[config.mk]
export PLATFORM = sky130hd
export DESIGN_NAME = virtual_countdown_timer_bank_core_flat
export DESIGN_NICKNAME = d
export VERILOG_FILES = /design/src/rtl/core/vctb_pkg.sv /design/src/rtl/core/vctb_in_if.sv /design/src/rtl/core/vctb_out_if.sv /design/src/rtl/core/vctb_slot.sv /design/src/rtl/core/virtual_countdown_timer_bank_core.sv /design/src/flat_wrapper.sv
export SDC_FILE = /design/constraint.sdc
export NUM_CORES = 2
export LEC_CHECK = 0
export BUFFER_PORTS_ARGS = -buffer_cell sky130_fd_sc_hd__buf_2
export CAP_MARGIN = 20
export CELL_PAD_IN_SITES_DETAIL_PLACEMENT = 1
export CELL_PAD_IN_SITES_GLOBAL_PLACEMENT = 2
export CORE_AREA = 3 3 256 308
export CTS_BUF_LIST = sky130_fd_sc_hd__clkbuf_4
export CTS_CLUSTER_SIZE = 20
export DETAILED_ROUTE_END_ITERATION = 8
export DIE_AREA = 0 0 259 311
export PLACE_DENSITY_LB_ADDON = 0.1
export SLEW_MARGIN = 0
export SYNTH_ARGS = -nofsm -noshare
export SYNTH_HDL_FRONTEND = slang
export SYNTH_SLANG_ARGS = --single-unit
[constraint.sdc]
create_clock -name clk -period 35.3 [get_ports clk]
set_input_delay 7.06 -clock clk [delete_from_list [all_inputs] [get_ports clk]]
set_output_delay 7.06 -clock clk [all_outputs]
set_load 0.01 [all_outputs]
[src/rtl/core/vctb_pkg.sv]
package vctb_pkg;

  // Bank size and fixed field widths.
  localparam int NUM_TIMERS = 4;
  localparam int OP_W       = 2;
  localparam int TIDX_W     = 2;
  localparam int TICK_W     = 24;
  localparam int COUNT_W    = 26;
  localparam int NPT_W      = 10;
  localparam int MASK_W     = 4;
  localparam int TIME_W     = 35;
  localparam int CFG_IDX_W  = 1;
  localparam int CFG_DATA_W = 10;

  // A start value of zero loads the full count.
  localparam logic [TICK_W-1:0] FULL_COUNT = 24'hFF_FFFF;

  // Lowest value a current count may hold, in the wide advance arithmetic.
  localparam logic signed [COUNT_W:0] COUNT_FLOOR = -27'sd16777216;

  localparam logic [NPT_W-1:0] NPT_RESET = 10'd20;

  // Operation codes of the input channel.
  typedef enum logic [OP_W-1:0] {
    OP_ADVANCE = 2'd0,
    OP_START   = 2'd1,
    OP_STOP    = 2'd2,
    OP_READ    = 2'd3
  } op_e;

  // Configuration register indexes.
  localparam logic [CFG_IDX_W-1:0] CFG_NANOS_PER_TICK = 1'b0;
  localparam logic [CFG_IDX_W-1:0] CFG_PERIODIC_MASK  = 1'b1;

  // Command broadcast to every timer slot.
  typedef struct packed {
    logic              valid;
    op_e               op;
    logic [TICK_W-1:0] start_value;
    logic [TICK_W-1:0] elapsed_ticks;
  } cmd_t;

  // State of one timer slot, seen by the read path.
  typedef struct packed {
    logic               enabled;
    logic [TICK_W-1:0]  start;
    logic [COUNT_W-1:0] current;
  } slot_status_t;

endpackage

[src/rtl/core/vctb_in_if.sv]
interface vctb_in_if;
  logic                          valid;
  logic                          ready;
  logic [vctb_pkg::OP_W-1:0]     operation;
  logic [vctb_pkg::TIDX_W-1:0]   timer_index;
  logic [vctb_pkg::TICK_W-1:0]   start_value;
  logic [vctb_pkg::TICK_W-1:0]   elapsed_ticks;

  modport source (output valid, operation, timer_index, start_value, elapsed_ticks,
                  input ready);
  modport sink (input valid, operation, timer_index, start_value, elapsed_ticks,
                output ready);
endinterface

[src/rtl/core/vctb_out_if.sv]
interface vctb_out_if;
  logic                          valid;
  logic                          ready;
  logic [vctb_pkg::TIME_W-1:0]   elapsed_time;

  modport source (output valid, elapsed_time, input ready);
  modport sink (input valid, elapsed_time, output ready);
endinterface

[src/rtl/core/vctb_slot.sv]
module vctb_slot (
  input  logic                   clk,
  input  logic                   rst_n,
  input  vctb_pkg::cmd_t         cmd,
  input  logic                   sel,
  input  logic                   periodic,
  output vctb_pkg::slot_status_t status
);

  logic [vctb_pkg::COUNT_W-1:0] cur_r, cur_nxt;
  logic [vctb_pkg::TICK_W-1:0]  start_r, start_nxt;
  logic                         en_r, en_nxt;

  logic signed [vctb_pkg::COUNT_W:0] diff;
  logic signed [vctb_pkg::COUNT_W:0] adj;
  logic [vctb_pkg::TICK_W-1:0]       load_val;

  // Advance: subtract, then reload or clamp on expiry, then saturate at the floor.
  always_comb begin
    diff = $signed({cur_r[vctb_pkg::COUNT_W-1], cur_r}) - $signed({3'b000, cmd.elapsed_ticks});
    adj  = diff;
    if (diff <= 0) begin
      if (periodic) begin
        adj = diff + $signed({3'b000, start_r});
      end else begin
        adj = '0;
      end
    end
    if (adj < vctb_pkg::COUNT_FLOOR) begin
      adj = vctb_pkg::COUNT_FLOOR;
    end
  end

  assign load_val = (cmd.start_value == '0) ? vctb_pkg::FULL_COUNT : cmd.start_value;

  // Next state for the accepted transaction.
  always_comb begin
    cur_nxt   = cur_r;
    start_nxt = start_r;
    en_nxt    = en_r;
    if (cmd.valid) begin
      case (cmd.op)
        vctb_pkg::OP_ADVANCE: begin
          if (en_r) begin
            cur_nxt = adj[vctb_pkg::COUNT_W-1:0];
          end
        end
        vctb_pkg::OP_START: begin
          if (sel) begin
            en_nxt    = 1'b1;
            start_nxt = load_val;
            cur_nxt   = {2'b00, load_val};
          end
        end
        vctb_pkg::OP_STOP: begin
          if (sel) begin
            en_nxt = 1'b0;
          end
        end
        default: begin
        end
      endcase
    end
  end

  always_ff @(posedge clk) begin
    if (!rst_n) begin
      cur_r   <= '0;
      start_r <= '0;
      en_r    <= 1'b0;
    end else begin
      cur_r   <= cur_nxt;
      start_r <= start_nxt;
      en_r    <= en_nxt;
    end
  end

  assign status.enabled = en_r;
  assign status.start   = start_r;
  assign status.current = cur_r;

endmodule

[src/rtl/core/virtual_countdown_timer_bank_core.sv]
// Bank of four virtual countdown timers.
// Input channel (in_chan): one transaction per operation: advance, start, stop
// or read. Advance subtracts elapsed_ticks from every enabled timer; start
// loads and enables the addressed timer; stop freezes it. Only a read makes a
// result transaction on out_chan, carrying (start - current) * nanos_per_tick.
// Configuration (cfg_we, cfg_index, cfg_wdata) sets nanos_per_tick and the
// periodic mask; write it only while the bank is idle.
// Throughput is one transaction per cycle while in_chan.ready is high: all timer
// slots update in parallel in the cycle of acceptance. A read result is registered
// into the output register, or into the skid register when the output register
// still waits; the read path is a slot mux, a subtract and a 26 x 10 multiply.
// A two-entry output buffer (output register plus skid register) keeps the
// input open while one result waits; in_chan.ready drops only when both hold
// results, and rises again as soon as the receiver takes one.
// Synchronous reset clears all counts, start values and enables, sets
// nanos_per_tick to 20 and makes every timer one-shot.
module virtual_countdown_timer_bank_core (
  input  logic                               clk,
  input  logic                               rst_n,
  vctb_in_if.sink                            in_chan,
  vctb_out_if.source                         out_chan,
  input  logic                               cfg_we,
  input  logic [vctb_pkg::CFG_IDX_W-1:0]     cfg_index,
  input  logic [vctb_pkg::CFG_DATA_W-1:0]    cfg_wdata
);

  logic [vctb_pkg::NPT_W-1:0]  npt_r;
  logic [vctb_pkg::MASK_W-1:0] mask_r;

  logic                           in_acc;
  logic                           is_read;
  logic                           idx_valid;
  logic [vctb_pkg::NUM_TIMERS-1:0] sel;
  vctb_pkg::cmd_t                 cmd;
  vctb_pkg::slot_status_t         status [vctb_pkg::NUM_TIMERS];
  vctb_pkg::slot_status_t         rd_status;

  logic signed [vctb_pkg::COUNT_W:0] rd_diff;
  logic [vctb_pkg::COUNT_W-1:0]      rd_ticks;
  logic [35:0]                       rd_prod;
  logic [vctb_pkg::TIME_W-1:0]       rd_time;

  logic                         out_valid_r, out_valid_nxt;
  logic [vctb_pkg::TIME_W-1:0]  out_data_r, out_data_nxt;
  logic                         skid_valid_r, skid_valid_nxt;
  logic [vctb_pkg::TIME_W-1:0]  skid_data_r, skid_data_nxt;
  logic                         pop;
  logic                         push;

  // Configuration registers.
  always_ff @(posedge clk) begin
    if (!rst_n) begin
      npt_r  <= vctb_pkg::NPT_RESET;
      mask_r <= '0;
    end else if (cfg_we) begin
      case (cfg_index)
        vctb_pkg::CFG_NANOS_PER_TICK: npt_r  <= cfg_wdata[vctb_pkg::NPT_W-1:0];
        vctb_pkg::CFG_PERIODIC_MASK:  mask_r <= cfg_wdata[vctb_pkg::MASK_W-1:0];
        default: begin
        end
      endcase
    end
  end

  // Input handshake and command decode.
  assign in_chan.ready = !skid_valid_r;
  assign in_acc        = in_chan.valid && in_chan.ready;
  assign is_read       = (in_chan.operation == vctb_pkg::OP_READ);
  assign idx_valid     = int'(in_chan.timer_index) < vctb_pkg::NUM_TIMERS;

  assign cmd.valid         = in_acc;
  assign cmd.op            = vctb_pkg::op_e'(in_chan.operation);
  assign cmd.start_value   = in_chan.start_value;
  assign cmd.elapsed_ticks = in_chan.elapsed_ticks;

  // Timer slots; only the first four can be periodic.
  for (genvar i = 0; i < vctb_pkg::NUM_TIMERS; i++) begin : g_slot
    logic periodic;
    if (i < vctb_pkg::MASK_W) begin : g_per
      assign periodic = mask_r[i];
    end else begin : g_oneshot
      assign periodic = 1'b0;
    end

    assign sel[i] = idx_valid && (int'(in_chan.timer_index) == i);

    vctb_slot u_slot (
      .clk      (clk),
      .rst_n    (rst_n),
      .cmd      (cmd),
      .sel      (sel[i]),
      .periodic (periodic),
      .status   (status[i])
    );
  end

  // Read path: select the addressed slot, clamp the difference, scale.
  always_comb begin
    rd_status = '0;
    for (int i = 0; i < vctb_pkg::NUM_TIMERS; i++) begin
      if (sel[i]) begin
        rd_status = status[i];
      end
    end
  end

  always_comb begin
    rd_diff  = $signed({3'b000, rd_status.start})
             - $signed({rd_status.current[vctb_pkg::COUNT_W-1], rd_status.current});
    rd_ticks = rd_diff[vctb_pkg::COUNT_W] ? '0 : rd_diff[vctb_pkg::COUNT_W-1:0];
    rd_prod  = {10'b0, rd_ticks} * {26'b0, npt_r};
    rd_time  = idx_valid ? rd_prod[vctb_pkg::TIME_W-1:0] : '0;
  end

  // Output register with skid register behind it.
  assign pop  = out_valid_r && out_chan.ready;
  assign push = in_acc && is_read;

  always_comb begin
    out_valid_nxt  = out_valid_r;
    out_data_nxt   = out_data_r;
    skid_valid_nxt = skid_valid_r;
    skid_data_nxt  = skid_data_r;
    if (skid_valid_r) begin
      if (pop) begin
        out_data_nxt   = skid_data_r;
        skid_valid_nxt = 1'b0;
      end
    end else if (!out_valid_r || pop) begin
      out_valid_nxt = push;
      if (push) begin
        out_data_nxt = rd_time;
      end
    end else if (push) begin
      skid_valid_nxt = 1'b1;
      skid_data_nxt  = rd_time;
    end
  end

  always_ff @(posedge clk) begin
    if (!rst_n) begin
      out_valid_r  <= 1'b0;
      skid_valid_r <= 1'b0;
    end else begin
      out_valid_r  <= out_valid_nxt;
      skid_valid_r <= skid_valid_nxt;
    end
    out_data_r  <= out_data_nxt;
    skid_data_r <= skid_data_nxt;
  end

  assign out_chan.valid        = out_valid_r;
  assign out_chan.elapsed_time = out_data_r;

  // The skid register only fills behind a waiting output register.
  a_skid_behind_out: assert property (@(posedge clk) disable iff (!rst_n)
    skid_valid_r |-> out_valid_r)
    else $error("skid register holds a result while the output register is empty");

  // After an accepted read the output register always holds a result the next cycle.
  a_read_gives_result: assert property (@(posedge clk) disable iff (!rst_n)
    (in_acc && is_read) |=> out_valid_r)
    else $error("accepted read produced no result");

  // Timer 0, while disabled, keeps its count unless it is started.
  a_stopped_frozen: assert property (@(posedge clk) disable iff (!rst_n)
    (!status[0].enabled && !(in_acc && sel[0]
      && in_chan.operation == vctb_pkg::OP_START)) |=> $stable(status[0].current))
    else $error("count of a disabled timer changed");

endmodule

[src/flat_wrapper.sv]
// flat-port wrapper written by rule: the top's interface ports become plain ports
module virtual_countdown_timer_bank_core_flat 
  (clk, rst_n, cfg_we, cfg_index, cfg_wdata, in_chan_valid, in_chan_operation, in_chan_timer_index, in_chan_start_value, in_chan_elapsed_ticks, in_chan_ready, out_chan_valid, out_chan_elapsed_time, out_chan_ready);
  vctb_in_if in_chan_i ();
  vctb_out_if out_chan_i ();
  input  logic clk;
  input  logic rst_n;
  input  logic cfg_we;
  input  logic [vctb_pkg::CFG_IDX_W-1:0] cfg_index;
  input  logic [vctb_pkg::CFG_DATA_W-1:0] cfg_wdata;
  input wire logic [$bits(in_chan_i.valid)-1:0] in_chan_valid;
  input wire logic [$bits(in_chan_i.operation)-1:0] in_chan_operation;
  input wire logic [$bits(in_chan_i.timer_index)-1:0] in_chan_timer_index;
  input wire logic [$bits(in_chan_i.start_value)-1:0] in_chan_start_value;
  input wire logic [$bits(in_chan_i.elapsed_ticks)-1:0] in_chan_elapsed_ticks;
  output wire logic [$bits(in_chan_i.ready)-1:0] in_chan_ready;
  output wire logic [$bits(out_chan_i.valid)-1:0] out_chan_valid;
  output wire logic [$bits(out_chan_i.elapsed_time)-1:0] out_chan_elapsed_time;
  input wire logic [$bits(out_chan_i.ready)-1:0] out_chan_ready;
  assign in_chan_i.valid = in_chan_valid;
  assign in_chan_i.operation = in_chan_operation;
  assign in_chan_i.timer_index = in_chan_timer_index;
  assign in_chan_i.start_value = in_chan_start_value;
  assign in_chan_i.elapsed_ticks = in_chan_elapsed_ticks;
  assign in_chan_ready = in_chan_i.ready;
  assign out_chan_valid = out_chan_i.valid;
  assign out_chan_elapsed_time = out_chan_i.elapsed_time;
  assign out_chan_i.ready = out_chan_ready;
  virtual_countdown_timer_bank_core u_core (.clk(clk), .rst_n(rst_n), .in_chan(in_chan_i), .out_chan(out_chan_i), .cfg_we(cfg_we), .cfg_index(cfg_index), .cfg_wdata(cfg_wdata));
endmodule
Word-level counts from Yosys, hierarchy flattened:

Index checks and enable logic that the tools add are counted.

* bitwise operators: 3
* multipliers: 1
* order comparisons: 8
* equal/unequal tests: 19
* multiplexer cells: 50
* add/sub/neg operators: 9
* reduce and logical (&&, ||, !) cells: 30

Operator list (count)
* $mux 26: 13
* $mux 27: 8
* $pmux 26 s2: 4
* $mux 50: 4
* $mux 35: 4
* $add 27x25->27: 4
* $le 27x1->1 const B: 4
* $lt 27x25->1 const B: 4
* $sub 26x25->27: 4
* $mul 26x10->35: 1
* $reduce_and 4->1: 8
* $sub 25x26->27: 1
* $ne 2x2->1 const B: 13
* $logic_not 24->1: 1
* $mux 24: 1
* $reduce_and 3->1: 6
* $mux 1: 12
* $eq 2x2->1 const B: 4
* $pmux 1 s2: 4
* $reduce_bool 2->1: 4
* $reduce_and 2->1: 3
* $eq 2x1->1 const B: 2
* $logic_not 2->1: 2
* $logic_and 1x1->1: 3
* 3 further kinds: 6

* bits of input ports: 68
* word-level logic and storage cells: 138
* register bits: 290
* output and inout port bits: 37

Logic depth before layout (Yosys ltp):

* depth in word-level cells: 11
* gate-level depth with buffers: 43
* depth with buffers taken out: 39

Modules after synthesis:

A second synthesis with hierarchy kept.

* cell total of the unflattened synthesis: 4526
* area total of the unflattened synthesis: 36284.8 µm²

Modules (own cells, without submodules)
* virtual_countdown_timer_bank_core: area an instance 14020.9 µm², sequential area each 2422.3 µm², cells each 1417, instances 1
* vctb_slot at u_core.g_slot[3].u_slot: area an instance 5816.8 µm², sequential area each 1021.0 µm², cells each 813, instances 1
* vctb_slot at u_core.g_slot[1].u_slot: area an instance 5602.9 µm², sequential area each 1021.0 µm², cells each 773, instances 1
* vctb_slot at u_core.g_slot[0].u_slot: area an instance 5540.3 µm², sequential area each 1021.0 µm², cells each 779, instances 1
* vctb_slot at u_core.g_slot[2].u_slot: area an instance 5303.8 µm², sequential area each 1021.0 µm², cells each 744, instances 1

Least setup slack after synthesis:

No wires, ideal clock.

* path kind: input to register
* from: input in_chan_timer_index[0]
* to: register u_core.out_data_r, in the netlist u_core.out_chan.elapsed_time[34] (data pin)
* data arrival time: 16.903 ns
* stages on the path: 42
* buffers on the path: 4
* slack: 18.137 ns
* required time: 35.040 ns
* library setup time: 0.260 ns
* cell sequence: clkbuf_1 buf_1 mux4_2 ha_1 fa_1 nor2b_1 o2111ai_1 a21oi_1 o21ai_0 nand2b_1 nand4_1 a31oi_1 o21a_1 nor2_1 o21ai_1 and2_1 clkbuf_1 buf_1 [... 6 more ...] inv_1 fa_1 inv_1 fa_1 inv_1 ha_1 or3_1 a311oi_1 o21bai_1 a31oi_1 a2bb2oi_1 o211ai_1 a31oi_1 nor2b_1 o21a_1 o41ai_1 xnor2_1 mux2_2

* longest elaborated chain between the ends: 11
* elaborated cells between the ends (all ways): 14
* those cells by class: add/sub: 1; mul: 1; eq/ne: 3; mux: 8; reduce/logical: 1

Ends and longest elaborated chain
* from (decl): line flat_wrapper.sv:13 `input wire logic [$bits(in_chan_i.timer_index)-1:0] in_chan_timer_index;`
* $logic_not 2->1: line virtual_countdown_timer_bank_core.sv:85 `assign sel[i] = idx_valid && (int'(in_chan.timer_index) == i);`
* $mux 50 (3 in series): line virtual_countdown_timer_bank_core.sv:101 `if (sel[i]) begin`
* $mux 50 (*): line virtual_countdown_timer_bank_core.sv:101
* $sub 25x26->27 (*): line virtual_countdown_timer_bank_core.sv:109 `- $signed({rd_status.current[vctb_pkg::COUNT_W-1], rd_status.current});`
* $mux 26 (*): line virtual_countdown_timer_bank_core.sv:110 `rd_ticks = rd_diff[vctb_pkg::COUNT_W] ? '0 : rd_diff[vctb_pkg::COUNT_W-1:0];`
* $mul 26x10->35 (*): line virtual_countdown_timer_bank_core.sv:111 `rd_prod = {10'b0, rd_ticks} * {26'b0, npt_r};`
* net u_core.rd_prod[34]: line virtual_countdown_timer_bank_core.sv:40 `logic [35:0] rd_prod;`
* $mux 35 (*): line virtual_countdown_timer_bank_core.sv:131 `if (push) begin`
* $mux 35 (*): line virtual_countdown_timer_bank_core.sv:129 `end else if (!out_valid_r || pop) begin`
* $mux 35 (*): line virtual_countdown_timer_bank_core.sv:124 `if (skid_valid_r) begin`
* net u_core.out_data_nxt (one bit): line virtual_countdown_timer_bank_core.sv:44 `logic [vctb_pkg::TIME_W-1:0] out_data_r, out_data_nxt;`
* to (signal assigned): line virtual_countdown_timer_bank_core.sv:148 `out_data_r <= out_data_nxt;`
* to (decl): line virtual_countdown_timer_bank_core.sv:44

Mark *: on every way through the listed nets, which the timed path passes. The rest lies on a longest branch. The select of a mux whose other input is x is not followed.
A chain may end at the register's enable or synchronous reset.

Final worst setup path:

Ends and elaborated chain as after synthesis.

==> reports/results.txt <==
status - completed
ys async rst share - 0%
Final min period - 18.07 ns
Peak Freq - 55.34 MHz
vias post-DR - 31,170
Hold-fix buffers, CTS - 0
Hold Path Origin - u_core.g_slot[3].u_slot.en_r
final hold violation count - 0
Syn Inst Count - 4,086
CP bufs+invs - 9
RSZ-0062 raised after global routing - false
Chip Width - 259 um
synthesis-stage register bit count - 290
CTS max path bufs - 3
Lkg Pwr - 16.06 nW
normalized max-slew margin - 26.27%
clk sinks - 290
most common cell after layout, fill and taps aside - nor2_1
dpl hpwl - 104,300 um
RR Startpoint - u_core.g_slot[2].u_slot.cur_r[0]
post-synthesis sequential area ratio - 19.54%
initial antenna violation count - 3
end of the worst register-to-register path - u_core.out_chan.elapsed_time[34]
first-pass GRT wire length - 190,100 um
synthesis-to-layout area growth - 7.670%
Crit. End Element - register
reg2reg setup slack - 24.22 ns
Setup Viol. Count Final - 0
clock tree from TritonCTS - built
pwr dens - 47.61 mW/mm2
final net count - 4,679
vias in the first global route - 32,680
Top cell by count, worst path - fa_1
placer's final routability congestion estimate - 0.9257
CP Class - input port to register
WHS - 0.4624 ns
Max Clock Skew - 0.05704 ns
height of the chip - 311 um
Syn Nets - 4,640
post-route setup slack - 17.23 ns
post-CTS setup repair buffer count - 0
MaxCap Viol Count - 0
EDFF count, synth - 70
IO Count - 105
crit-path max cell delay - 0.57 ns
CTS Buf Count - 82
Skew-Pair Late Insertion Delay - 0.86 ns
Synth Cell Area - 0.03330 mm2
htree depth - 3
Post-CTS Resized - 0
Rows - 111
share of cells above drive strength 1 - 10.31%
die area - 0.08055 mm2
FF-to-FF path depth - 40
CP Data Required Time - 35.87 ns
top_reg_cell synth - dfxtp_1
WHS Endpoint - u_core.g_slot[3].u_slot.en_r
global-route total usage across every layer - 30.55%
post-route ant nets - 0
hold path cells - 1
Setup crit start kind - input port
drt pass-1 iters - 7
Initial Utilization - 43.67%
floorplan core area - 0.07625 mm2
Max Slew Vio Count - 0
setup_tns - 0 ns
Syn. warnings - 0
Hold Path Class - register to register
Root Buffer - clkbuf_4
period utilisation layout - 51.19%
Slowest-stage cell, CP - mux4_2
Initial DRC Count - 1,556
Worst Tran Pin Value - 1.097 ns
crit-path leading delay family - compound AO/OA/AOI/OAI gates
worst path arrival time - 18.64 ns
Place WS - 16.25 ns
WL/cell - 23.92 um
Mean Syn Cell Area - 8.149 um2
Reg clk slew, reported paths - 0.07 ns
VDD IR max - 0.02628 mV
DRC - 0
Routed WL - 124,600 um
Remaining Overflow, GRT - 0
most frequent cells in the layout - nor2_1 (461), nand2_1 (359), inv_1 (343)
top fanout value on the critical path - 33
Synth cell types - 99
largest net degree at the start of global routing - 59
port buffer count - 104
DR vias/cell - 5.987
-- final cells by class --
class                      instances  area (um2)
clock buffer                     123       923.4
tap                             1017        1272
clock inverter                    25       180.2
fill                            9309       40400
timing repair buffer             147       870.8
inverter                         347        1305
antenna                            1       2.502
sequential                       290        6506
multi-input combinational       3257       24790
-- metrics by stage --
step                      cell area (um2)  std cells  utilization, %  total power, mW
after floorplan                     33300       4086               -            1.107
after global placement              34700       5056           45.51            1.345
after detailed placement            34700       5056           45.51            1.371
after CTS                           35810       5204           46.96            1.725
after global routing                35850       5207           47.02            1.859
final                               35850       5207           47.02            1.707
-- registers in the layout, indices dropped and copies added, names as in the netlist --
signal / flops
u_core.out_chan.valid: 1
u_core.npt_r: 10
u_core.g_slot.u_slot.cur_r: 104
u_core.g_slot.u_slot.start_r: 96
u_core.skid_data_r: 35
u_core.mask_r: 4
u_core.skid_valid_r: 1
u_core.out_chan.elapsed_time: 35
u_core.g_slot.u_slot.en_r: 4
-- how the worst max path moves through the flow --
stage,cells past startpoint,startpoint,endpoint
floorplan,42,in_chan_timer_index[0],u_core.out_chan.elapsed_time[34]
global placement,42,in_chan_timer_index[0],u_core.out_chan.elapsed_time[34]
detailed placement,42,in_chan_timer_index[0],u_core.out_chan.elapsed_time[34]
CTS,42,in_chan_timer_index[0],u_core.out_chan.elapsed_time[34]
global route,42,in_chan_timer_index[0],u_core.out_chan.elapsed_time[34]
finish,42,in_chan_timer_index[0],u_core.out_chan.elapsed_time[34]
-- report_power, final --
part / leakage, nW / switching (mW) / total (mW) / internal (mW)
logic: 13.0 / 0.588 / 0.949 / 0.361
clock network: 0.651 / 0.165 / 0.345 / 0.181
registers: 2.43 / 0.0191 / 0.412 / 0.393
total: 16.1 / 0.772 / 1.71 / 0.935
-- logic make-up (layout without fill, tap and decap cells) --
group	count (synthesis)	count (layout)	share of synthesized area, %
xor gates and xnor gates	211	211	5.550
muxes	104	104	5.099
buffers and inverters	539	642	6.246
AOI/OAI and AO/OA	1125	1125	22.45
other	0	1	0
and+or+nand+nor	1331	1331	18.38
adders and majority gates	486	486	22.73
DFF	290	290	19.54
-- worst reg2reg max path, delay by kind of cell, from the launching register on --
family | cells | cell delay [ns]
xor gates and xnor gates | 1 | 0.13
DFF | 1 | 0.39
AOI/OAI and AO/OA | 14 | 3.87
muxes | 2 | 0.77
adders and majority gates | 8 | 3.47
buffers and inverters | 7 | 0.76
and+or+nand+nor | 8 | 1.45
-- synth_stat cells (all sizes together) (10+ instances only) --
library cell	instances	area (um2)
xnor2	131	1147
xor2	80	700.7
a211oi	157	1229
fa	198	3964
o21bai	32	240.2
nand2b	40	250.2
or2	11	68.82
nor4	24	156.4
buf	38	196.4
o21ai	218	1102
or3	17	106.4
nor3	81	420.4
a21o	121	908.4
or4	10	75.07
nand4	19	118.9
o21a	41	307.8
a21boi	10	75.07
mux4	49	1104
a221oi	18	157.7
inv	344	1291
nand2	359	1348
o221ai	23	207.7
o31ai	12	95.09
a2111oi	16	171.4
nand3	121	610.6
edfxtp	70	2102
a21oi	287	1436
dfxtp	220	4404
and2	44	275.3
and3	67	419.2
mux2	35	394.1
nor2b	37	231.5
o211ai	34	255.2
o31a	10	87.58
a31oi	50	312.8
mux2i	20	200.2
ha	288	3603
nor2	469	1765
clkbuf	154	580.6
-- layer usage --
metal	up-vias	GRT usage, %	part of all wire (%)
li1	14680	-	-
met5	-	0	0
met4	0	15.82	5.5
met2	663	55.14	50
met1	15600	35.89	41
met3	227	2.540	3.4
(Power assumes the default switching activity.)
